## src/atte_pkg.sv

```systemverilog
// shared types, constants and helpers for the ansi text terminal engine
`timescale 1ns / 1ps
package atte_pkg;

    localparam int DEF_MAX_COLUMNS = 128;
    localparam int DEF_MAX_ROWS    = 64;
    localparam int DEF_CSI_SLOTS   = 8;
    localparam int DEF_TAB_STOP    = 8;

    localparam int VALUE_W      = 20;
    localparam logic [VALUE_W-1:0] VALUE_LIMIT = 20'd100000;

    localparam logic [7:0] CH_ESC   = 8'h1b;
    localparam logic [7:0] CH_CR    = 8'h0d;
    localparam logic [7:0] CH_LF    = 8'h0a;
    localparam logic [7:0] CH_BS    = 8'h08;
    localparam logic [7:0] CH_TAB   = 8'h09;
    localparam logic [7:0] CH_DEL   = 8'h7f;
    localparam logic [7:0] CH_HIGH  = 8'h80;
    localparam logic [7:0] CH_SPACE = 8'h20;
    localparam logic [7:0] CH_QUEST = 8'h3f;
    localparam logic [7:0] CH_LBRK  = 8'h5b;
    localparam logic [7:0] CH_SEMI  = 8'h3b;

    localparam logic [3:0] FG_DEFAULT = 4'd7;
    localparam logic [3:0] BG_DEFAULT = 4'd0;

    localparam logic OP_FEED = 1'b0;
    localparam logic OP_READ = 1'b1;

    localparam logic [1:0] PM_GROUND = 2'd0;
    localparam logic [1:0] PM_ESC    = 2'd1;
    localparam logic [1:0] PM_CSI    = 2'd2;

    localparam logic [0:0] REG_COLUMNS = 1'b0;
    localparam logic [0:0] REG_ROWS    = 1'b1;

    // sweep kinds driven by the controller
    typedef enum logic [2:0] {
        SW_NONE  = 3'd0,
        SW_BLANK = 3'd1,   // write blank cells over a linear range
        SW_COPY  = 3'd2    // scroll: copy row r to r-1 over a range
    } sweep_kind_t;

    // command from controller to datapath
    typedef struct packed {
        logic       mem_we;
        logic       mem_re;
        logic [6:0] row;
        logic [7:0] col;
        logic [15:0] wdata;
        logic       wr_from_rd;  // write the registered read data
    } mem_cmd_t;

    function automatic logic [15:0] make_cell(input logic [7:0] ch, input logic [3:0] fg,
                                              input logic [3:0] bg);
        make_cell = {bg, fg, ch};
    endfunction

endpackage

```

## src/atte_cfg.sv

```systemverilog
// apb configuration registers with clamped grid size
`timescale 1ns / 1ps
module atte_cfg
#(
    parameter int MAX_COLUMNS = atte_pkg::DEF_MAX_COLUMNS,
    parameter int MAX_ROWS    = atte_pkg::DEF_MAX_ROWS
)
(
    input  logic        clk,
    input  logic        rst_n,
    input  logic        psel,
    input  logic        penable,
    input  logic        pwrite,
    input  logic [2:0]  paddr,
    input  logic [31:0] pwdata,
    output logic [31:0] prdata,
    output logic        we,
    output logic [7:0]  cols,
    output logic [6:0]  rows
);
    import atte_pkg::*;

    logic [7:0] col_reg;
    logic [6:0] row_reg;
    logic       wr_reg;

    assign we = wr_reg;
    assign cols = (col_reg == '0) ? 8'd1 :
                  (9'(col_reg) > 9'(MAX_COLUMNS)) ? 8'(MAX_COLUMNS) : col_reg;
    assign rows = (row_reg == '0) ? 7'd1 :
                  (8'(row_reg) > 8'(MAX_ROWS)) ? 7'(MAX_ROWS) : row_reg;
    assign prdata = (paddr[2] == REG_ROWS) ? {25'd0, row_reg} : {24'd0, col_reg};

    always_ff @(posedge clk or negedge rst_n)
    begin
        if (!rst_n)
        begin
            col_reg <= 8'd80;
            row_reg <= 7'd25;
            wr_reg <= 1'b0;
        end
        else
        begin
            wr_reg <= 1'b0;
            if (psel && penable && pwrite && paddr[1:0] == 2'd0)
            begin
                if (paddr[2] == REG_COLUMNS) col_reg <= pwdata[7:0];
                else row_reg <= pwdata[6:0];
                wr_reg <= 1'b1;
            end
        end
    end

endmodule

```

## config.mk

```make
export PLATFORM = sky130hd
export DESIGN_NAME = atte_cfg
export DESIGN_NICKNAME = d
export VERILOG_FILES = /design/src/atte_pkg.sv /design/src/atte_cfg.sv
export SDC_FILE = /design/constraint.sdc
export NUM_CORES = 1
export LEC_CHECK = 0
export ABC_AREA = 1
export BUFFER_PORTS_ARGS = -buffer_cell sky130_fd_sc_hd__buf_2
export CORE_MARGIN = 4
export CORE_UTILIZATION = 42
export DETAILED_ROUTE_END_ITERATION = 6
export PLACE_DENSITY = 0.95
export SYNTH_ARGS = -nofsm -noshare
export SYNTH_HDL_FRONTEND = slang
export SYNTH_SLANG_ARGS = --single-unit
export TNS_END_PERCENT = 30
```

## constraint.sdc

```tcl
create_clock -name clk -period 1.79 [get_ports clk]
set_clock_uncertainty 0.15 [all_clocks]
set_input_delay 0.358 -clock clk [delete_from_list [all_inputs] [get_ports clk]]
set_output_delay 0.358 -clock clk [all_outputs]
set_load 0.01 [all_outputs]
```

==> flow_summary.json <==
{
  "run_status": "finished, violations left",
  "failed_checks": "negative setup slack",
  "synth_top_area_cell": "dfrtp_1",
  "grt_max_degree": 22,
  "nets": 242,
  "cts_buffers": 3,
  "fmax_mhz": 541,
  "utilization_pct": 53.0,
  "min_period_over_period_pct": 103,
  "grt_antenna_before_repair": 0,
  "grt_pass1_vias": 874,
  "cts-root-buf": "clkbuf_4",
  "cts_tree": "built",
  "num_rows": 18,
  "ys_seq_area_share_pct": 36.3,
  "setup_ws_ns": -0.0576,
  "die_area_um2": 3560,
  "routed_wl_um": 2510,
  "maxCapViolations": 0,
  "critPathSlowestCell": "dfstp_2",
  "netlist.area_leader.share_pct": 24.6,
  "drc": 0,
  "area_growth_pct": 18.3,
  "fin_setup_tns_ns": -0.153,
  "drtAntennaViolNets": 0,
  "grt_pass1_wl_um": 3670,
  "crit_path_start_kind": "flip-flop",
  "critical_path.most_common_cell": "nor2_2",
  "largest_reg_flops": 8,
  "die_h_um": 59.6,
  "worstSkewPairLatency_ns": 0.29,
  "ir_drop_mv": 0.447,
  "slowest_delay_ns": 0.56,
  "total_leakage_power_nw": 0.775,
  "slew_viol_final": 0,
  "final_area_um2": 1330,
  "synth-seq-cells": 16,
  "drive_gt1_share_pct": 33.3,
  "htreeDepth": 1,
  "ios": 88,
  "total_power_mw": 1.18,
  "pre_cts_ws_ns": 0.219,
  "arrival_ns": 1.34,
  "grt.total_usage_pct": 13.7,
  "finalSetupViolCount": 4,
  "port-buffer-count": 39,
  "viasPerCell": 4.44,
  "synth_area_leaders": "dfrtp_1 25%, buf_4 17%, nand2_1 15%",
  "syn_area_um2": 1120,
  "netlist_instances": 157,
  "worst_hold_path_type": "in -> reg",
  "drtIter0Drc": 44,
  "worstPathMaxFanout": 3,
  "core_um2": 2500,
  "detail_route.wl_per_cell_um": 10.9,
  "finalHoldViolations": 0,
  "clk_pin_slew_worst_paths_ns": 0.10,
  "yosysWarnings": 0,
  "synth_cell_types": 19,
  "antenna_cells": 0,
  "die_w_um": 59.6,
  "vias": 1026,
  "worst-setup-path-type": "reg -> out",
  "grt_overflow": 0,
  "dp_hpwl_um": 1980,
  "crit_chain": "nor2_2, nand2_1, nor2_2, nor2_2, nor2_1, buf_2",
  "first_pass_iters": 4,
  "min_period_ns": 1.85,
  "crit_path_end_kind": "primary output",
  "rsz0062_at_grt": "yes",
  "cts.path.max_buffers": 2,
  "p_per_area_nw_per_um2": 893,
  "required_ns": 1.28,
  "start_util_pct": 44.8,
  "place.gp.congestion": 0.849,
  "syn_avg_cell_area_um2": 7.13,
  "clkSinkCount": 16,
  "dpl_cell_area_um2": 1230
}
final cells by class:
cell class / count / area (um2)
Sequential cell: 16 / 407
Fill cell: 262 / 1170
Clock buffer: 4 / 26.3
Inverter: 16 / 60.1
Timing Repair Buffer: 48 / 265
Tap cell: 30 / 37.5
Multi-Input combinational cell: 117 / 529
critical path: cells and delay by family (launching register included):
family                 cells  cell delay (ns)
DFF                        1             0.56
and+or+nand+nor            5             0.36
buffers and inverters      1             0.13
repair_timing:
item                                    CTS  global route
hold buffers                              1             0
gates resized for setup                   6             2
endpoints found under the setup margin    6             9
endpoints found under the hold margin    11             0
pin swaps                                 2             8
buffers inserted                          2             4
worst paths after layout:
path	start	end	slack (ns)	cells past startpoint
min reg2reg	col_reg[4]	col_reg[4]	0.33	2
min	paddr[1]	we	0.11	2
max in group asynchronous	rst_n	row_reg[0]	0.83	2
min in group asynchronous	rst_n	col_reg[7]	0.35	2
max reg2reg	col_reg[6]	col_reg[6]	0.79	3
max	col_reg[6]	cols[2]	-0.06	6
cells in the final DEF (no fill, tap or decap):
master	Yosys	routed
nor2_1	20	17
nand3_1	1	1
clkbuf_1	2	1
nor4_1	1	1
o21ai_2	0	1
dfrtp_1	11	11
conb_1	1	24
nor2_2	0	3
o21ai_1	1	2
dlygate4sd3_1	0	1
clkbuf_4	0	3
inv_1	14	12
buf_2	3	39
dfstp_2	5	5
buf_4	25	8
a21oi_1	1	1
inv_2	2	4
nand3_2	2	2
nand2_1	44	44
nand4_1	15	15
o21ai_0	6	4
nor2_4	2	2
per-layer routing:
metal | up-vias | share of wire (%) | track usage (%)
met5 | - | 0 | 0
met4 | 0 | 0.64 | 4.75
met3 | 2 | 11 | 2.61
met2 | 50 | 47 | 22.9
met1 | 441 | 41 | 17.5
li1 | 533 | - | -
cell families after synthesis:
| group | Yosys count | synth area share (%) |
|---|---|---|
| other cells | 1 | 0.335 |
| buf+inv | 47 | 25.1 |
| simple gates | 85 | 34.6 |
| compound gates | 8 | 3.57 |
| flops | 16 | 36.3 |
per-stage QoR:
step,hold WS (ns),std cells
after global placement,0.121,220
after detailed placement,0.136,220
after floorplan,-0.0876,180
final,0.112,231
after global routing,0.103,231
after CTS,0.108,227
cell usage after synthesis, drive strengths merged:
cell type,number
a21oi,1
buf,29
clkbuf,2
conb,1
dfrtp,11
dfstp,5
inv,16
nand2,44
nand3,3
nand4,15
nor2,22
nor4,1
o21ai,7
power breakdown:
group | total, mW | leakage (nW) | switching [mW] | internal [mW]
clock network | 0.196 | 0.0150 | 0.110 | 0.0865
logic | 0.481 | 0.564 | 0.284 | 0.198
registers | 0.505 | 0.196 | 0.0652 | 0.440
(Power assumes the default switching activity.)
